==> src/rtl/core/alarm_clock_key_setter_defines.svh <==
// Assertion macros for the alarm clock key setter.
// Used by acks_core under rtl/core; expects clk_i and rst_ni in scope.
`ifndef ALARM_CLOCK_KEY_SETTER_DEFINES_SVH
`define ALARM_CLOCK_KEY_SETTER_DEFINES_SVH

// Check that cons holds in the same cycle as ante.
`define ACKS_ASSERT_NOW(label, ante, cons) \
  label: assert property (@(posedge clk_i) disable iff (!rst_ni) (ante) |-> (cons)) \
    else $error("acks assertion failed");

// Check that cons holds in the cycle after ante.
`define ACKS_ASSERT_NEXT(label, ante, cons) \
  label: assert property (@(posedge clk_i) disable iff (!rst_ni) (ante) |=> (cons)) \
    else $error("acks assertion failed");

`endif

==> src/rtl/core/acks_pkg.sv <==
// Shared types and constants for the alarm clock key setter.
// No dependencies; all rtl/core modules refer to it by scoped names.
package acks_pkg;

  localparam int unsigned IN_DATA_W  = 64;
  localparam int unsigned OUT_DATA_W = 88;
  localparam int unsigned OUT_PAD_W  = 7;

  typedef enum logic [1:0] {
    MODE_NORMAL = 2'd0,
    MODE_TIME   = 2'd1,
    MODE_ALARM  = 2'd2
  } mode_e;

  localparam logic [7:0] KEY_LEFT    = 8'h25;
  localparam logic [7:0] KEY_RIGHT   = 8'h27;
  localparam logic [7:0] KEY_ENTER   = 8'h0D;
  localparam logic [7:0] KEY_ESC     = 8'h1B;
  localparam logic [7:0] KEY_DIGIT_0 = 8'h30;
  localparam logic [7:0] KEY_DIGIT_9 = 8'h39;

  localparam logic [7:0] ALARM_HOUR_RST   = 8'h07;
  localparam logic [7:0] ALARM_MINUTE_RST = 8'h30;

  typedef struct packed {
    logic        action;
    logic [7:0]  key_code;
    logic [15:0] cur_year;
    logic [7:0]  cur_month;
    logic [7:0]  cur_day;
    logic [7:0]  cur_weekday;
    logic [7:0]  cur_hour;
    logic [7:0]  cur_minute;
  } in_item_t;

  typedef struct packed {
    logic [1:0]  mode;
    logic [3:0]  cursor_index;
    logic        buzzer_on;
    logic        muted;
    logic        rtc_write;
    logic [15:0] edit_year;
    logic [7:0]  edit_month;
    logic [7:0]  edit_day;
    logic [7:0]  edit_weekday;
    logic [15:0] edit_clock;
    logic [7:0]  alarm_hour_out;
    logic [7:0]  alarm_minute_out;
  } out_item_t;

endpackage

==> src/rtl/core/acks_in_reg.sv <==
// Input register of the alarm clock key setter: holds one accepted item.
// Depends on acks_pkg.
module acks_in_reg (
  input  logic             clk_i,
  input  logic             rst_ni,
  input  logic             in_valid_i,
  output logic             in_ready_o,
  input  acks_pkg::in_item_t in_item_i,
  input  logic             pop_i,
  output logic             item_valid_o,
  output acks_pkg::in_item_t item_o
);

  logic               valid_q, valid_d;
  acks_pkg::in_item_t item_q;
  logic               load;

  // Refill in the same cycle the held item moves on.
  assign in_ready_o = !valid_q || pop_i;
  assign load       = in_valid_i && in_ready_o;

  always_comb begin
    valid_d = valid_q;
    if (load) begin
      valid_d = 1'b1;
    end else if (pop_i) begin
      valid_d = 1'b0;
    end
  end

  always_ff @(posedge clk_i or negedge rst_ni) begin
    if (!rst_ni) begin
      valid_q <= 1'b0;
    end else begin
      valid_q <= valid_d;
    end
  end

  always_ff @(posedge clk_i) begin
    if (load) begin
      item_q <= in_item_i;
    end
  end

  assign item_valid_o = valid_q;
  assign item_o       = item_q;

endmodule

==> src/rtl/core/acks_core.sv <==
// State registers and per-item update of the alarm clock key setter.
// Depends on acks_pkg and alarm_clock_key_setter_defines.svh.
`include "alarm_clock_key_setter_defines.svh"

module acks_core (
  input  logic                clk_i,
  input  logic                rst_ni,
  input  logic                step_i,
  input  acks_pkg::in_item_t  item_i,
  output acks_pkg::out_item_t result_o
);

  localparam logic [3:0] CUR_YEAR_TENS  = 4'd0;
  localparam logic [3:0] CUR_YEAR_UNITS = 4'd1;
  localparam logic [3:0] CUR_MONTH_HI   = 4'd2;
  localparam logic [3:0] CUR_MONTH_LO   = 4'd3;
  localparam logic [3:0] CUR_DAY_HI     = 4'd4;
  localparam logic [3:0] CUR_DAY_LO     = 4'd5;
  localparam logic [3:0] CUR_WEEKDAY    = 4'd6;
  localparam logic [3:0] CUR_HOUR_HI    = 4'd7;
  localparam logic [3:0] CUR_HOUR_LO    = 4'd8;
  localparam logic [3:0] CUR_MINUTE_HI  = 4'd9;
  localparam logic [3:0] CUR_TIME_LAST  = 4'd10;
  localparam logic [3:0] CUR_AL_HOUR_HI = 4'd0;
  localparam logic [3:0] CUR_AL_HOUR_LO = 4'd1;
  localparam logic [3:0] CUR_AL_MIN_HI  = 4'd2;
  localparam logic [3:0] CUR_ALARM_LAST = 4'd3;

  acks_pkg::mode_e mode_q, mode_d;
  logic [3:0]  cursor_q, cursor_d;
  logic        buzzer_q, buzzer_d;
  logic        mute_q, mute_d;
  logic [15:0] year_q, year_d;
  logic [7:0]  month_q, month_d;
  logic [7:0]  day_q, day_d;
  logic [7:0]  weekday_q, weekday_d;
  logic [7:0]  hour_q, hour_d;
  logic [7:0]  minute_q, minute_d;
  logic [7:0]  al_edit_hour_q, al_edit_hour_d;
  logic [7:0]  al_edit_minute_q, al_edit_minute_d;
  logic [7:0]  al_hour_q, al_hour_d;
  logic [7:0]  al_minute_q, al_minute_d;
  logic        rtc_write;
  logic        is_digit;
  logic [3:0]  digit;
  logic [3:0]  cursor_right;
  logic [3:0]  cursor_left;
  logic        alarm_match;

  assign is_digit = (item_i.key_code >= acks_pkg::KEY_DIGIT_0)
                 && (item_i.key_code <= acks_pkg::KEY_DIGIT_9);
  assign digit    = item_i.key_code[3:0];
  assign alarm_match = (item_i.cur_hour == al_hour_q) && (item_i.cur_minute == al_minute_q);

  // In time and alarm modes the cursor moves with wraparound; out-of-range positions
  // wrap to the start on right and land one below the last position on left.
  always_comb begin
    cursor_right = cursor_q;
    cursor_left  = cursor_q;
    case (mode_q)
      acks_pkg::MODE_TIME: begin
        cursor_right = (cursor_q < CUR_TIME_LAST) ? cursor_q + 4'd1 : CUR_YEAR_TENS;
        if (cursor_q == CUR_YEAR_TENS) begin
          cursor_left = CUR_TIME_LAST;
        end else if (cursor_q <= CUR_TIME_LAST) begin
          cursor_left = cursor_q - 4'd1;
        end else begin
          cursor_left = CUR_MINUTE_HI;
        end
      end
      acks_pkg::MODE_ALARM: begin
        cursor_right = (cursor_q < CUR_ALARM_LAST) ? cursor_q + 4'd1 : CUR_AL_HOUR_HI;
        if (cursor_q == CUR_AL_HOUR_HI) begin
          cursor_left = CUR_ALARM_LAST;
        end else if (cursor_q <= CUR_ALARM_LAST) begin
          cursor_left = cursor_q - 4'd1;
        end else begin
          cursor_left = CUR_AL_MIN_HI;
        end
      end
      default: begin
        cursor_right = cursor_q;
        cursor_left  = cursor_q;
      end
    endcase
  end

  always_comb begin
    mode_d           = mode_q;
    cursor_d         = cursor_q;
    buzzer_d         = buzzer_q;
    mute_d           = mute_q;
    year_d           = year_q;
    month_d          = month_q;
    day_d            = day_q;
    weekday_d        = weekday_q;
    hour_d           = hour_q;
    minute_d         = minute_q;
    al_edit_hour_d   = al_edit_hour_q;
    al_edit_minute_d = al_edit_minute_q;
    al_hour_d        = al_hour_q;
    al_minute_d      = al_minute_q;
    rtc_write        = 1'b0;

    if (item_i.action) begin
      if (alarm_match) begin
        buzzer_d = mute_q ? 1'b0 : !buzzer_q;
      end else begin
        mute_d   = 1'b0;
        buzzer_d = 1'b0;
      end
    end else if (is_digit) begin
      case (mode_q)
        acks_pkg::MODE_TIME: begin
          case (cursor_q)
            CUR_YEAR_TENS:  year_d[7:4]    = digit;
            CUR_YEAR_UNITS: year_d[3:0]    = digit;
            CUR_MONTH_HI:   month_d[7:4]   = digit;
            CUR_MONTH_LO:   month_d[3:0]   = digit;
            CUR_DAY_HI:     day_d[7:4]     = digit;
            CUR_DAY_LO:     day_d[3:0]     = digit;
            CUR_WEEKDAY:    weekday_d[3:0] = digit;
            CUR_HOUR_HI:    hour_d[7:4]    = digit;
            CUR_HOUR_LO:    hour_d[3:0]    = digit;
            CUR_MINUTE_HI:  minute_d[7:4]  = digit;
            default:        minute_d[3:0]  = digit;
          endcase
          cursor_d = cursor_right;
        end
        acks_pkg::MODE_ALARM: begin
          case (cursor_q)
            CUR_AL_HOUR_HI: al_edit_hour_d[7:4]   = digit;
            CUR_AL_HOUR_LO: al_edit_hour_d[3:0]   = digit;
            CUR_AL_MIN_HI:  al_edit_minute_d[7:4] = digit;
            default:        al_edit_minute_d[3:0] = digit;
          endcase
          cursor_d = cursor_right;
        end
        default: begin
          cursor_d = cursor_q;
        end
      endcase
    end else if (item_i.key_code == acks_pkg::KEY_LEFT) begin
      cursor_d = cursor_left;
    end else if (item_i.key_code == acks_pkg::KEY_RIGHT) begin
      cursor_d = cursor_right;
    end else if (item_i.key_code == acks_pkg::KEY_ENTER) begin
      case (mode_q)
        acks_pkg::MODE_NORMAL: begin
          mode_d    = acks_pkg::MODE_TIME;
          year_d    = item_i.cur_year;
          month_d   = item_i.cur_month;
          day_d     = item_i.cur_day;
          weekday_d = item_i.cur_weekday;
          hour_d    = item_i.cur_hour;
          minute_d  = item_i.cur_minute;
          cursor_d  = CUR_YEAR_TENS;
        end
        acks_pkg::MODE_TIME: begin
          mode_d           = acks_pkg::MODE_ALARM;
          rtc_write        = 1'b1;
          al_edit_hour_d   = al_hour_q;
          al_edit_minute_d = al_minute_q;
          cursor_d         = CUR_AL_HOUR_HI;
        end
        default: begin
          // commit the edited alarm, keep the cursor
          mode_d      = acks_pkg::MODE_NORMAL;
          al_hour_d   = al_edit_hour_q;
          al_minute_d = al_edit_minute_q;
        end
      endcase
    end else if (item_i.key_code == acks_pkg::KEY_ESC) begin
      if (mode_q == acks_pkg::MODE_NORMAL) begin
        mute_d = 1'b1;
      end else begin
        mode_d = acks_pkg::MODE_NORMAL;
      end
    end
  end

  always_ff @(posedge clk_i or negedge rst_ni) begin
    if (!rst_ni) begin
      mode_q           <= acks_pkg::MODE_NORMAL;
      cursor_q         <= 4'd0;
      buzzer_q         <= 1'b0;
      mute_q           <= 1'b0;
      year_q           <= 16'd0;
      month_q          <= 8'd0;
      day_q            <= 8'd0;
      weekday_q        <= 8'd0;
      hour_q           <= 8'd0;
      minute_q         <= 8'd0;
      al_edit_hour_q   <= 8'd0;
      al_edit_minute_q <= 8'd0;
      al_hour_q        <= acks_pkg::ALARM_HOUR_RST;
      al_minute_q      <= acks_pkg::ALARM_MINUTE_RST;
    end else if (step_i) begin
      mode_q           <= mode_d;
      cursor_q         <= cursor_d;
      buzzer_q         <= buzzer_d;
      mute_q           <= mute_d;
      year_q           <= year_d;
      month_q          <= month_d;
      day_q            <= day_d;
      weekday_q        <= weekday_d;
      hour_q           <= hour_d;
      minute_q         <= minute_d;
      al_edit_hour_q   <= al_edit_hour_d;
      al_edit_minute_q <= al_edit_minute_d;
      al_hour_q        <= al_hour_d;
      al_minute_q      <= al_minute_d;
    end
  end

  always_comb begin
    result_o.mode             = mode_d;
    result_o.cursor_index     = cursor_d;
    result_o.buzzer_on        = buzzer_d;
    result_o.muted            = mute_d;
    result_o.rtc_write        = rtc_write;
    result_o.edit_year        = year_d;
    result_o.edit_month       = month_d;
    result_o.edit_day         = day_d;
    result_o.edit_weekday     = weekday_d;
    result_o.edit_clock       = {hour_d, minute_d};
    result_o.alarm_hour_out   = al_hour_d;
    result_o.alarm_minute_out = al_minute_d;
  end

  `ACKS_ASSERT_NOW(a_rtc_only_from_time, step_i && rtc_write, mode_q == acks_pkg::MODE_TIME)
  `ACKS_ASSERT_NEXT(a_tick_keeps_mode, step_i && item_i.action, mode_q == $past(mode_q))
  `ACKS_ASSERT_NEXT(a_muted_tick_silent, step_i && item_i.action && mute_q, !buzzer_q)
  `ACKS_ASSERT_NOW(a_time_cursor_range, mode_q == acks_pkg::MODE_TIME, cursor_q <= CUR_TIME_LAST)
  `ACKS_ASSERT_NEXT(a_idle_keeps_alarm, !step_i, $stable(al_hour_q) && $stable(al_minute_q))

endmodule

==> src/rtl/core/acks_out_reg.sv <==
// Result register of the alarm clock key setter.
// Depends on acks_pkg.
module acks_out_reg (
  input  logic                clk_i,
  input  logic                rst_ni,
  input  logic                load_req_i,
  output logic                load_o,
  input  acks_pkg::out_item_t result_i,
  output logic                out_valid_o,
  input  logic                out_ready_i,
  output acks_pkg::out_item_t out_item_o
);

  logic                valid_q, valid_d;
  acks_pkg::out_item_t item_q;

  // Take a new result when empty or when the held one leaves this cycle.
  assign load_o = load_req_i && (!valid_q || out_ready_i);

  always_comb begin
    valid_d = valid_q;
    if (load_o) begin
      valid_d = 1'b1;
    end else if (out_ready_i) begin
      valid_d = 1'b0;
    end
  end

  always_ff @(posedge clk_i or negedge rst_ni) begin
    if (!rst_ni) begin
      valid_q <= 1'b0;
    end else begin
      valid_q <= valid_d;
    end
  end

  always_ff @(posedge clk_i) begin
    if (load_o) begin
      item_q <= result_i;
    end
  end

  assign out_valid_o = valid_q;
  assign out_item_o  = item_q;

endmodule

==> src/rtl/core/alarm_clock_key_setter.sv <==
// Alarm clock key setter: keypad controller for setting time and alarm.
// Depends on acks_pkg, acks_in_reg, acks_core and acks_out_reg.
//
// Each item is a key press (tuser low) or an alarm check tick (tuser high)
// and yields exactly one result item showing the state after it. One item
// is taken every clock cycle while the result side does not stall. An item
// passes the input register, then its result the result register, before
// the result is offered on the master side. The state update in acks_core
// reads the state the previous item left. Backpressure on the result side
// stalls the input side only once the input register is full. No clearing
// pass after reset.
module alarm_clock_key_setter (
  input  logic                                clk_i,
  input  logic                                rst_ni,
  input  logic                                s_axis_tvalid_i,
  output logic                                s_axis_tready_o,
  // [7:0] key_code, [23:8] cur_year, [31:24] cur_month, [39:32] cur_day,
  // [47:40] cur_weekday, [55:48] cur_hour, [63:56] cur_minute
  input  logic [acks_pkg::IN_DATA_W-1:0]      s_axis_tdata_i,
  // [0] action
  input  logic                                s_axis_tuser_i,
  output logic                                m_axis_tvalid_o,
  input  logic                                m_axis_tready_i,
  // [1:0] mode, [5:2] cursor_index, [6] buzzer_on, [7] muted, [8] rtc_write,
  // [24:9] edit_year, [32:25] edit_month, [40:33] edit_day,
  // [48:41] edit_weekday, [64:49] edit_clock, [72:65] alarm_hour_out,
  // [80:73] alarm_minute_out, [87:81] zero
  output logic [acks_pkg::OUT_DATA_W-1:0]     m_axis_tdata_o
);

  acks_pkg::in_item_t  in_item;
  acks_pkg::in_item_t  held_item;
  acks_pkg::out_item_t result;
  acks_pkg::out_item_t out_item;
  logic                held_valid;
  logic                step;

  always_comb begin
    in_item.action      = s_axis_tuser_i;
    in_item.key_code    = s_axis_tdata_i[7:0];
    in_item.cur_year    = s_axis_tdata_i[23:8];
    in_item.cur_month   = s_axis_tdata_i[31:24];
    in_item.cur_day     = s_axis_tdata_i[39:32];
    in_item.cur_weekday = s_axis_tdata_i[47:40];
    in_item.cur_hour    = s_axis_tdata_i[55:48];
    in_item.cur_minute  = s_axis_tdata_i[63:56];
  end

  acks_in_reg u_in_reg (
    .clk_i        (clk_i),
    .rst_ni       (rst_ni),
    .in_valid_i   (s_axis_tvalid_i),
    .in_ready_o   (s_axis_tready_o),
    .in_item_i    (in_item),
    .pop_i        (step),
    .item_valid_o (held_valid),
    .item_o       (held_item)
  );

  acks_core u_core (
    .clk_i    (clk_i),
    .rst_ni   (rst_ni),
    .step_i   (step),
    .item_i   (held_item),
    .result_o (result)
  );

  acks_out_reg u_out_reg (
    .clk_i       (clk_i),
    .rst_ni      (rst_ni),
    .load_req_i  (held_valid),
    .load_o      (step),
    .result_i    (result),
    .out_valid_o (m_axis_tvalid_o),
    .out_ready_i (m_axis_tready_i),
    .out_item_o  (out_item)
  );

  assign m_axis_tdata_o = {
    {acks_pkg::OUT_PAD_W{1'b0}},
    out_item.alarm_minute_out,
    out_item.alarm_hour_out,
    out_item.edit_clock,
    out_item.edit_weekday,
    out_item.edit_day,
    out_item.edit_month,
    out_item.edit_year,
    out_item.rtc_write,
    out_item.muted,
    out_item.buzzer_on,
    out_item.cursor_index,
    out_item.mode
  };

endmodule
==> config.mk <==
export PLATFORM = sky130hd
export DESIGN_NAME = alarm_clock_key_setter
export DESIGN_NICKNAME = d
export VERILOG_FILES = /design/src/rtl/core/acks_pkg.sv /design/src/rtl/core/acks_in_reg.sv /design/src/rtl/core/acks_core.sv /design/src/rtl/core/acks_out_reg.sv /design/src/rtl/core/alarm_clock_key_setter.sv
export VERILOG_INCLUDE_DIRS = /design/src /design/src/rtl/core
export SDC_FILE = /design/constraint.sdc
export NUM_CORES = 1
export LEC_CHECK = 0
export ABC_CLOCK_PERIOD_IN_PS = 4000
export BUFFER_PORTS_ARGS = -buffer_cell sky130_fd_sc_hd__buf_2
export CAP_MARGIN = 20
export CORE_MARGIN = 1.5
export CORE_UTILIZATION = 30
export CTS_CLUSTER_SIZE = 20
export DETAILED_ROUTE_END_ITERATION = 10
export GPL_ROUTABILITY_DRIVEN = 0
export HOLD_SLACK_MARGIN = 0.15
export SYNTH_ARGS = -nofsm -noshare
export SYNTH_HDL_FRONTEND = slang
export SYNTH_HIERARCHICAL = 1
export SYNTH_SLANG_ARGS = --single-unit
==> constraint.sdc <==
create_clock -name clk_i -period 4 [get_ports clk_i]
set_input_delay 0.2 -clock clk_i [delete_from_list [all_inputs] [get_ports clk_i]]
set_output_delay 0.2 -clock clk_i [all_outputs]
set_load 0.005 [all_outputs]
==> summary.md, run 1 <==
| Metric | Value |
|---|---|
| VDD IR max | `0.000341 V` |
| Status | `completed` |
| Netlist cell types | `65` |
| Num CTS Buffers | `28` |
| DRT Pass-1 Iters | `5` |
| Number of synthesized flops with an enable pin | `146` |
| Reg-to-reg endpoint | `u_core/year_q[14]$_DFFE_PN0P_` |
| Initial Util | `0.304` |
| Mean Syn Cell Area | `12.4 um2` |
| IO buf count | `151` |
| Worst-path fanout max | `38` |
| HP Class | `in -> async` |
| Grt total ovfl | `0` |
| Layout Area Growth over Synthesis | `24.8%` |
| Top-area cell type share of the netlist area | `0.383` |
| Final instance area | `14,300 um2` |
| Fmax | `0.338 GHz` |
| FF+latch count, synth | `244` |
| CP arrival | `3400 ps` |
| GRT Total Usage | `0.158` |
| Register area | `6840 um2` |
| Final ANT Viol Nets | `0` |
| Drt drc | `0` |
| Placed wire-length estimate | `20.4 mm` |
| Drt wl/cell | `19.0 um` |
| RSZ-0062 raised after global routing | `no` |
| Gr busiest metal | `met2` |
| Diodes inserted | `0` |
| Global-route wire length before repair | `47.8 mm` |
| Io pins | `159` |
| Final Hold Fails | `0` |
| TritonCTS clock tree | `yes` |
| Number of global-route vias before repair | `7,991` |
| Met2 GRT Util | `0.262` |
| PD cells | `529 nW/um2` |
| Pwr Total | `7560 uW` |
| Placed insts | `1,536` |
| Max_slew headroom | `0.293` |
| Initial antenna violation count | `0` |
| Register area share after synthesis | `0.597` |
| Most common cell in the synthesized netlist | `edfxtp_1` |
| Fin. max-slew vios | `0` |
| Longest Clk Path Bufs | `3` |
| Tightest Pin Transition | `1060 ps` |
| Die Y | `198 um` |
| R2r startpoint | `u_in_reg/item_o[58]$_DFFE_PP_` |
| R2R depth | `5` |
| M1 GR Usage | `0.214` |
| Final Setup Violations | `0` |
| Die Span X | `198 um` |
| Skew final | `31.0 ps` |
| Ranking of synthesized cells by area | `edfxtp_1 38%, dfrtp_1 20%, mux2i_1 6.4%` |
| Post-Synthesis Cells | `923` |
| Starting DRT DRC Count | `622` |
| Mapped cell area | `11,500 um2` |
| Vias/cell | `4.96` |
| Post-layout instance count excluding filler cells | `1,656` |
| CORE AREA | `37,700 um2` |
| Die ar. | `39,400 um2` |
| Total Routed Length | `31.5 mm` |
| Min cycle time layout | `2960 ps` |
| Leakage Power | `0.00596 uW` |
| CP required | `4440 ps` |
| Post-DP Area | `12,700 um2` |
| Period utilization | `0.741` |
| Clk_lat worst skew | `560 ps` |
| Top FF cell, synth | `edfxtp_1` |
| Crit. End Element | `register` |
| Postcts setup bufs | `0` |
| Post-route setup TNS | `0 ps` |
| Met3 GRT Util | `0.0242` |
| Filler cells | `3,698` |
| Routed vias | `8,212` |
| Clock sink total | `244` |
| Share of cells above drive strength 1 | `0.260` |
| Final nets | `1,199` |
| Worst reg2reg setup slack | `1040 ps` |
| CTS H-Tree Depth | `1` |
| Setup crit start kind | `register` |
| Row Count | `71` |
| Critical path origin | `u_in_reg/item_o[58]$_DFFE_PP_` |
| MaxCap Viol Count | `0` |
| Area of the multi-input gates | `4240 um2` |
| Top post-synthesis cells by count | `146 x edfxtp_1, 93 x dfrtp_1, 87 x nand2_1` |
| CTS clk-pin slew, worst paths | `70 ps` |
| Critical path type | `reg -> reg` |
| Synth area leader | `edfxtp_1` |
| Asr flop ratio synth | `0.402` |
| Largest net degree at the start of global routing | `95` |
| Synth warn | `6` |
| Clk Tree Root Cell | `clkbuf_16` |
[worst max-delay path by stage]
stage | end | slack (ps) | depth (start not counted)
6_report | u_core/year_q[14]$_DFFE_PN0P_ | 1040 | 5
5_1_grt | u_core/year_q[14]$_DFFE_PN0P_ | 870 | 5
4_1_cts | u_core/year_q[14]$_DFFE_PN0P_ | 990 | 5
3_5_place_dp | u_core/year_q[10]$_DFFE_PN0P_ | 1010 | 5
3_3_place_gp | u_core/year_q[14]$_DFFE_PN0P_ | 1090 | 5
2_1_floorplan | u_in_reg/item_o[0]$_DFFE_PP_ | 70 | 4
[cells in the final DEF, fill, tap and decap left out, types with 7 or more instances in the layout]
cell	instances
mux2_2	48
nand2_1	86
o2bb2ai_1	16
a21oi_1	68
clkbuf_16	28
inv_1	9
edfxtp_1	146
nor2b_1	8
o21ai_0	39
o22ai_1	17
dfrtp_1	93
ha_1	7
nand2b_1	7
a21boi_0	28
xor2_1	16
dlygate4sd3_1	68
clkinv_2	8
nor2_1	56
mux2_4	10
a2bb2oi_1	17
buf_2	150
nand3_1	14
and3_1	18
mux2i_1	73
buf_4	13
conb_1	7
[power breakdown]
group,switching [uW],internal (uW)
sequential,335,3190
combinational,751,654
clock,1050,1580
total,2130,5430
[final cells by class]
cell class	instances	area share
clock buffers	33	0.0517
multi-input cells	606	0.297
clock inverters	19	0.0149
repair buffers	234	0.111
well taps	511	0.0447
inverters	9	0.00236
flip-flops and latches	244	0.479
[worst max-delay path: stages, from the launching register on]
cell	delay, ps
edfxtp_1	760
and4bb_2	330
and3_2	320
buf_4	590
nand3_2	420
mux2_2	400
[flip-flops by register name, indices dropped and copies added, names as in the netlist]
name,count
u_core/month_q,8
u_core/al_hour_q,8
u_core/day_q,8
u_core/weekday_q,8
u_in_reg/item_valid_o,1
u_out_reg/out_item_o,81
u_core/al_edit_minute_q,8
u_core/mute_q,1
u_core/hour_q,8
u_core/mode_q,2
u_out_reg/out_valid_o,1
u_core/al_minute_q,8
u_core/buzzer_q,1
u_in_reg/item_o,65
u_core/minute_q,8
u_core/cursor_q,4
u_core/al_edit_hour_q,8
u_core/year_q,16
[metal layers]
metal  share of wire  up-vias
met5               0        -
met3           0.050       51
met4           0.026        0
met2            0.48      265
li1                -     3801
met1            0.45     4095
[kinds of logic (layout without fill, tap and decap cells)]
family | Yosys count | in the layout | share of synthesized area
xor gates and xnor gates | 16 | 16 | 0.0122
and+or+nand+nor | 223 | 223 | 0.0968
DFF | 244 | 244 | 0.597
other | 1 | 7 | 0.000327
buffers and inverters | 79 | 295 | 0.0359
muxes | 131 | 131 | 0.124
AOI/OAI and AO/OA | 222 | 222 | 0.126
adders and majority gates | 7 | 7 | 0.00764
[through the flow]
step | util | hold slack [ps] | setup WS [ps]
2_1_floorplan | - | -95.6 | 67.7
3_3_place_gp | 0.336 | 263 | 1090
3_5_place_dp | 0.336 | 263 | 1010
4_1_cts | 0.380 | 251 | 986
5_1_grt | 0.380 | 287 | 874
6_report | 0.380 | 240 | 1040
[repair_timing]
item | CTS | global route
resized for setup | 0 | 0
hold buffers | 68 | 0
endpoints found under the hold margin | 109 | 0
No activity file was read; power rests on OpenSTA's default activity.
==> run 2, diff against run 1 <==
--- a/config.mk
+++ b/config.mk
@@ -6,7 +6,8 @@
 export SDC_FILE = /design/constraint.sdc
 export NUM_CORES = 1
 export LEC_CHECK = 0
-export ABC_CLOCK_PERIOD_IN_PS = 4000
+export ABC_AREA = 1
+export ABC_CLOCK_PERIOD_IN_PS = 3100
 export BUFFER_PORTS_ARGS = -buffer_cell sky130_fd_sc_hd__buf_2
 export CAP_MARGIN = 20
 export CORE_MARGIN = 1.5
==> constraint.sdc (replaced) <==
create_clock -name clk_i -period 3.1 [get_ports clk_i]
set_input_delay 0.155 -clock clk_i [delete_from_list [all_inputs] [get_ports clk_i]]
set_output_delay 0.155 -clock clk_i [all_outputs]
set_load 0.005 [all_outputs]
==> summary.md, run 2 <==
| Metric | Value |
|---|---|
| Diodes inserted | `0` |
| Clk_lat worst skew | `560 ps` |
| Post-layout instance count excluding filler cells | `2,050` |
| Die Y | `199 um` |
| Post-Synthesis Cells | `1,300` |
| Fmax | `0.403 GHz` |
| Post-route setup TNS | `0 ps` |
| Most frequent cells in the layout | `502 x nand2_1, 150 x buf_2, 146 x edfxtp_1` |
| Placed wire-length estimate | `21.8 mm` |
| Drt wl/cell | `15.9 um` |
| Max_slew headroom | `0.426` |
| Critical path origin | `u_core/mode_q[1]$_DFFE_PN0P_` |
| Register area share after synthesis | `0.593` |
| Postcts setup bufs | `0` |
| Min cycle time layout | `2480 ps` |
| IO buf count | `151` |
| CTS clk-pin slew, worst paths | `60 ps` |
| PD cells | `608 nW/um2` |
| Worst-path fanout max | `8` |
| R2r startpoint | `u_core/mode_q[1]$_DFFE_PN0P_` |
| Crit. End Element | `register` |
| VDD IR max | `0.000381 V` |
| Io pins | `159` |
| Period utilization | `0.800` |
| Setup crit start kind | `register` |
| TritonCTS clock tree | `yes` |
| Hold_buf cts | `69` |
| Tightest Pin Transition | `861 ps` |
| Most common cell in the synthesized netlist | `nand2_1` |
| Final ANT Viol Nets | `0` |
| Synth area leader | `edfxtp_1` |
| Top-area cell type share of the netlist area | `0.380` |
| Clk Tree Root Cell | `clkbuf_16` |
| CP required | `3380 ps` |
| Skew final | `24.1 ps` |
| Num CTS Buffers | `28` |
| Starting DRT DRC Count | `625` |
| GRT Total Usage | `0.163` |
| Number of global-route vias before repair | `9,025` |
| Ranking of synthesized cells by area | `edfxtp_1 38%, dfrtp_1 20%, nand2_1 16%` |
| Largest net degree at the start of global routing | `172` |
| Drt drc | `0` |
| Initial antenna violation count | `0` |
| Most common cell after layout, fill and taps aside | `nand2_1` |
| Filler cells | `3,796` |
| CORE AREA | `37,800 um2` |
| Final Hold Fails | `0` |
| Top FF cell, synth | `edfxtp_1` |
| Final nets | `1,593` |
| Clock sink total | `244` |
| Initial Util | `0.306` |
| Status | `completed` |
| Critical path type | `reg -> reg` |
| Netlist cell types | `35` |
| Row Count | `71` |
| Mapped cell area | `11,500 um2` |
| Grt total ovfl | `0` |
| Asr flop ratio synth | `0.402` |
| Synth warn | `6` |
| Mean Syn Cell Area | `8.88 um2` |
| Die Span X | `199 um` |
| Total Routed Length | `32.6 mm` |
| Vias/cell | `4.63` |
| Utilization after layout | `0.383` |
| CP arrival | `2760 ps` |
| Final Setup Violations | `0` |
| CTS H-Tree Depth | `1` |
| Fin. max-slew vios | `0` |
| FF+latch count, synth | `244` |
| Largest register FFs | `81` |
| Post-CTS sizing | `0` |
| HP Class | `in -> async` |
| Global-route wire length before repair | `49.8 mm` |
| Share of cells above drive strength 1 | `0.157` |
| Worst reg2reg setup slack | `620 ps` |
| Die ar. | `39,700 um2` |
| DRT Pass-1 Iters | `6` |
| MaxCap Viol Count | `0` |
| Top post-synthesis cells by count | `502 x nand2_1, 146 x edfxtp_1, 144 x inv_1` |
| Layout Area Growth over Synthesis | `25.2%` |
| Routed vias | `9,484` |
| Number of synthesized flops with an enable pin | `146` |
| Placed insts | `1,929` |
| RSZ-0062 raised after global routing | `no` |
| Longest Clk Path Bufs | `3` |
| Leakage Power | `0.00682 uW` |
run 2: cells by family after synthesis:
| logic type | share of synthesized area |
|---|---|
| XOR/XNOR | 0.00683 |
| AND/OR/NAND/NOR | 0.244 |
| buffers and inverters | 0.0776 |
| AO/OA/AOI/OAI | 0.0712 |
| other | 0.000325 |
| flip-flops | 0.593 |
| adder cells (fa/ha/maj) | 0.00759 |
run 2: worst max-delay path, stage by stage, from the launching register on:
cell and delay (ps):
dfrtp_1 420, inv_1 90, ha_1 290, inv_1 150, nor2_2 240, inv_1 120, nor2_2 150, nand3_1 300
o211ai_1 320, nand2_1 130
run 2: area by class of cell:
cell class | instances | area (um2) | share of cell area
Clock inverter | 13 | 144 | 0.00996
Multi-Input combinational cell | 851 | 3850 | 0.267
Inverter | 150 | 563 | 0.0390
Sequential cell | 244 | 6840 | 0.474
Clock buffer | 39 | 782 | 0.0541
Tap cell | 511 | 639 | 0.0442
Timing Repair Buffer | 242 | 1630 | 0.113
run 2: path summary, 6_finish.rpt:
kind                       cells after the start                                endpoint
setup reg to reg                               9      u_out_reg/out_item_o[46]$_DFFE_PP_
setup / recovery                               9      u_out_reg/out_item_o[46]$_DFFE_PP_
max in group asynchronous                      3       u_core/al_minute_q[4]$_DFFE_PN1P_
hold reg to reg                                2  u_core/al_edit_minute_q[1]$_DFFE_PN0P_
hold / removal                                 2            u_core/mode_q[0]$_DFFE_PN0P_
min in group clk_i                             2           u_in_reg/item_o[21]$_DFFE_PP_
run 2: power breakdown:
| group | internal (uW) | switching (uW) | total (uW) |
|---|---|---|---|
| registers | 3930 | 210 | 4140 |
| logic | 499 | 853 | 1350 |
| clock network | 1940 | 1350 | 3290 |
| total | 6370 | 2420 | 8780 |
run 2: per-stage QoR:
step	hold WS (ps)	area [um2]	total power [uW]	setup slack [ps]
final	216	14500	8780	620
after global placement	262	12800	5450	674
after floorplan	-141	11600	4940	-655
after CTS	230	14500	8900	654
after global routing	273	14500	9230	446
after detailed placement	258	12800	5490	670
run 2: layer usage:
metal | share of wire | track usage | routed length [um] | vias up
met5 | 0 | 0 | 0 | -
met4 | 0.027 | 0.0469 | 867 | 0
met3 | 0.067 | 0.0300 | 2180 | 51
met2 | 0.46 | 0.266 | 15200 | 327
met1 | 0.44 | 0.219 | 14400 | 4478
li1 | - | - | - | 4628
==> run 3, diff against run 2 <==
--- a/config.mk
+++ b/config.mk
@@ -7,7 +7,7 @@
 export NUM_CORES = 1
 export LEC_CHECK = 0
 export ABC_AREA = 1
-export ABC_CLOCK_PERIOD_IN_PS = 3100
+export ABC_CLOCK_PERIOD_IN_PS = 2100
 export BUFFER_PORTS_ARGS = -buffer_cell sky130_fd_sc_hd__buf_2
 export CAP_MARGIN = 20
 export CORE_MARGIN = 1.5
==> constraint.sdc (replaced) <==
create_clock -name clk_i -period 2.1 [get_ports clk_i]
set_input_delay 0.105 -clock clk_i [delete_from_list [all_inputs] [get_ports clk_i]]
set_output_delay 0.105 -clock clk_i [all_outputs]
set_load 0.005 [all_outputs]
==> summary.md, run 3 (synthesis results as in run 2) <==
| Metric | Value |
|---|---|
| Final nets | `1,643` |
| Largest register FFs | `81` |
| Period utilization | `0.963` |
| Area of the multi-input gates | `4040 um2` |
| Grt total ovfl | `0` |
| RSZ-0062 raised after global routing | `yes` |
| Slowest cell delay on critical path | `530 ps` |
| Status | `completed` |
| TritonCTS clock tree | `yes` |
| Psw | `3620 uW` |
| Clock sink total | `244` |
| Placed insts | `1,971` |
| Final ANT Viol Nets | `0` |
| Post-DP Area | `13,400 um2` |
| IO buf count | `151` |
| GRT Total Usage | `0.167` |
| Register area | `6840 um2` |
| Clk Tree Root Cell | `clkbuf_16` |
| Num CTS Buffers | `29` |
| Crit. End Element | `register` |
| Diodes inserted | `0` |
| Clk_lat worst skew | `570 ps` |
| Utilization after layout | `0.402` |
| Longest Clk Path Bufs | `3` |
| DRT Pass-1 Iters | `5` |
| Drt drc | `0` |
| Final Hold Fails | `0` |
| Final Setup Violations | `0` |
| Worst-path fanout max | `16` |
| Most frequent cells in the layout | `496 x nand2_1, 150 x buf_2, 146 x edfxtp_1` |
| Routed vias | `9,653` |
| Row Count | `71` |
| Fin. max-slew vios | `0` |
| PD cells | `872 nW/um2` |
| Most common cell after layout, fill and taps aside | `nand2_1` |
| Cells along the critical path | `inv_2, nor3_4, nand2_2, buf_4, nor3_4, buf_12, nand2_1, and2_1` |
| Register share of total power | `0.460` |
| Layout Area Growth over Synthesis | `31.4%` |
| Placed wire-length estimate | `22.2 mm` |
| CTS clk-pin slew, worst paths | `60 ps` |
| VDD IR max | `0.000575 V` |
| Starting DRT DRC Count | `716` |
| Post-layout instance count excluding filler cells | `2,101` |
| Critical-path top delay cell | `edfxtp_1` |
| CTS H-Tree Depth | `1` |
| Sw Ratio | `0.274` |
| MaxCap Viol Count | `0` |
| Number of global-route vias before repair | `9,258` |
| Setup slack after layout | `76.9 ps` |
| Max_slew headroom | `0.333` |
| Critical path type | `reg -> reg` |
| Leakage Power | `0.00717 uW` |
| Die Span X | `199 um` |
| Global-route wire length before repair | `51.0 mm` |
| CP required | `2410 ps` |
| Post-route setup TNS | `0 ps` |
| Share of cells above drive strength 1 | `0.206` |
| Final instance area | `15,200 um2` |
| Total Routed Length | `33.2 mm` |
| HP Class | `in -> async` |
| Comb pwr share | `0.161` |
| Vias/cell | `4.59` |
| Internal | `9610 uW` |
| Tightest Pin Transition | `997 ps` |
| Power share of the clock group | `0.379` |
| CORE AREA | `37,800 um2` |
| Skew final | `30.3 ps` |
| Filler cells | `3,759` |
| Dpl ws | `-231 ps` |
| Die ar. | `39,700 um2` |
| Largest net degree at the start of global routing | `98` |
| Fmax | `0.494 GHz` |
| Setup crit start kind | `register` |
| Die Y | `199 um` |
| Most common cell on crit path | `nor3_4` |
| Min cycle time layout | `2020 ps` |
| Initial Util | `0.306` |
| Initial antenna violation count | `0` |
| Drt wl/cell | `15.8 um` |
| CP arrival | `2330 ps` |
| Io pins | `159` |
run 3: cell count changes in the layout (fill, tap and decap cells not counted), moves of 3 or more:
cell	before	now
nand2_4	0	3
nand3_2	1	22
clkinv_2	2	8
buf_4	22	58
nand2_1	502	496
o21ai_0	72	51
buf_12	1	10
nand3_1	93	72
o21ai_1	2	22
nand2_2	3	6
nor2_2	3	6
nor2_1	56	51
run 3: power by group through the flow:
| stage | sequential, uW | combinational (uW) | clock [uW] |
|---|---|---|---|
| 4_1_cts | 6090 | 2140 | 5170 |
| 3_5_place_dp | 6170 | 2020 | 0 |
| 2_1_floorplan | 6120 | 1220 | 0 |
| 5_1_grt | 6150 | 2450 | 5350 |
| 3_3_place_gp | 6170 | 1980 | 0 |
| 6_report | 6090 | 2130 | 5010 |
run 3: what timing repair did:
| action | in CTS | in global routing |
|---|---|---|
| hold buffers | 70 | 0 |
| cloned | 0 | 1 |
| setup endpoints to repair | 88 | 139 |
| setup buffers | 0 | 5 |
| gates resized for setup | 4 | 22 |
| endpoints found under the hold margin | 163 | 0 |
| pin swaps | 0 | 2 |
run 3: area by class of cell:
class,instances,area share
Clock buffer,38,0.0514
Sequential cell,244,0.451
Multi-Input combinational cell,851,0.266
Inverter,150,0.0373
Clock inverter,16,0.0110
Tap cell,511,0.0421
Timing Repair Buffer,291,0.141
run 3: layer usage:
metal | track usage | up-vias | wire, um
met1 | 0.220 | 4544 | 14500
met4 | 0.0469 | 0 | 861
met3 | 0.0363 | 55 | 2160
met2 | 0.276 | 326 | 15700
met5 | 0 | - | 0
li1 | - | 4728 | -
run 3: path summary, 6_finish.rpt:
path	from	endpoint	slack, ps	cells after the start
setup / recovery	u_in_reg/item_o[59]$_DFFE_PP_	u_out_reg/out_item_o[7]$_DFFE_PP_	80	8
hold / removal	rst_ni	u_core/al_hour_q[1]$_DFFE_PN1P_	160	2
setup reg to reg	u_in_reg/item_o[59]$_DFFE_PP_	u_out_reg/out_item_o[7]$_DFFE_PP_	80	8
hold reg to reg	u_core/al_edit_hour_q[4]$_DFFE_PN0P_	u_core/al_edit_hour_q[4]$_DFFE_PN0P_	470	2
max in group asynchronous	rst_ni	u_core/cursor_q[3]$_DFFE_PN0P_	510	3
min in group clk_i	s_axis_tdata_i[23]	u_in_reg/item_o[55]$_DFFE_PP_	240	2
run 3: metrics by stage:
stage          hold WS (ps)  power, uW
2_1_floorplan          -191       7350
3_3_place_gp           40.6       8150
3_5_place_dp           46.2       8190
4_1_cts                 153      13400
5_1_grt                 168      13900
6_report                160      13200
run 3: critical path: cells and delay by family, from the launching register on:
kind | cells | cell delay [ps]
AND/OR/NAND/NOR | 5 | 780
flip-flops | 1 | 530
buffers and inverters | 3 | 460
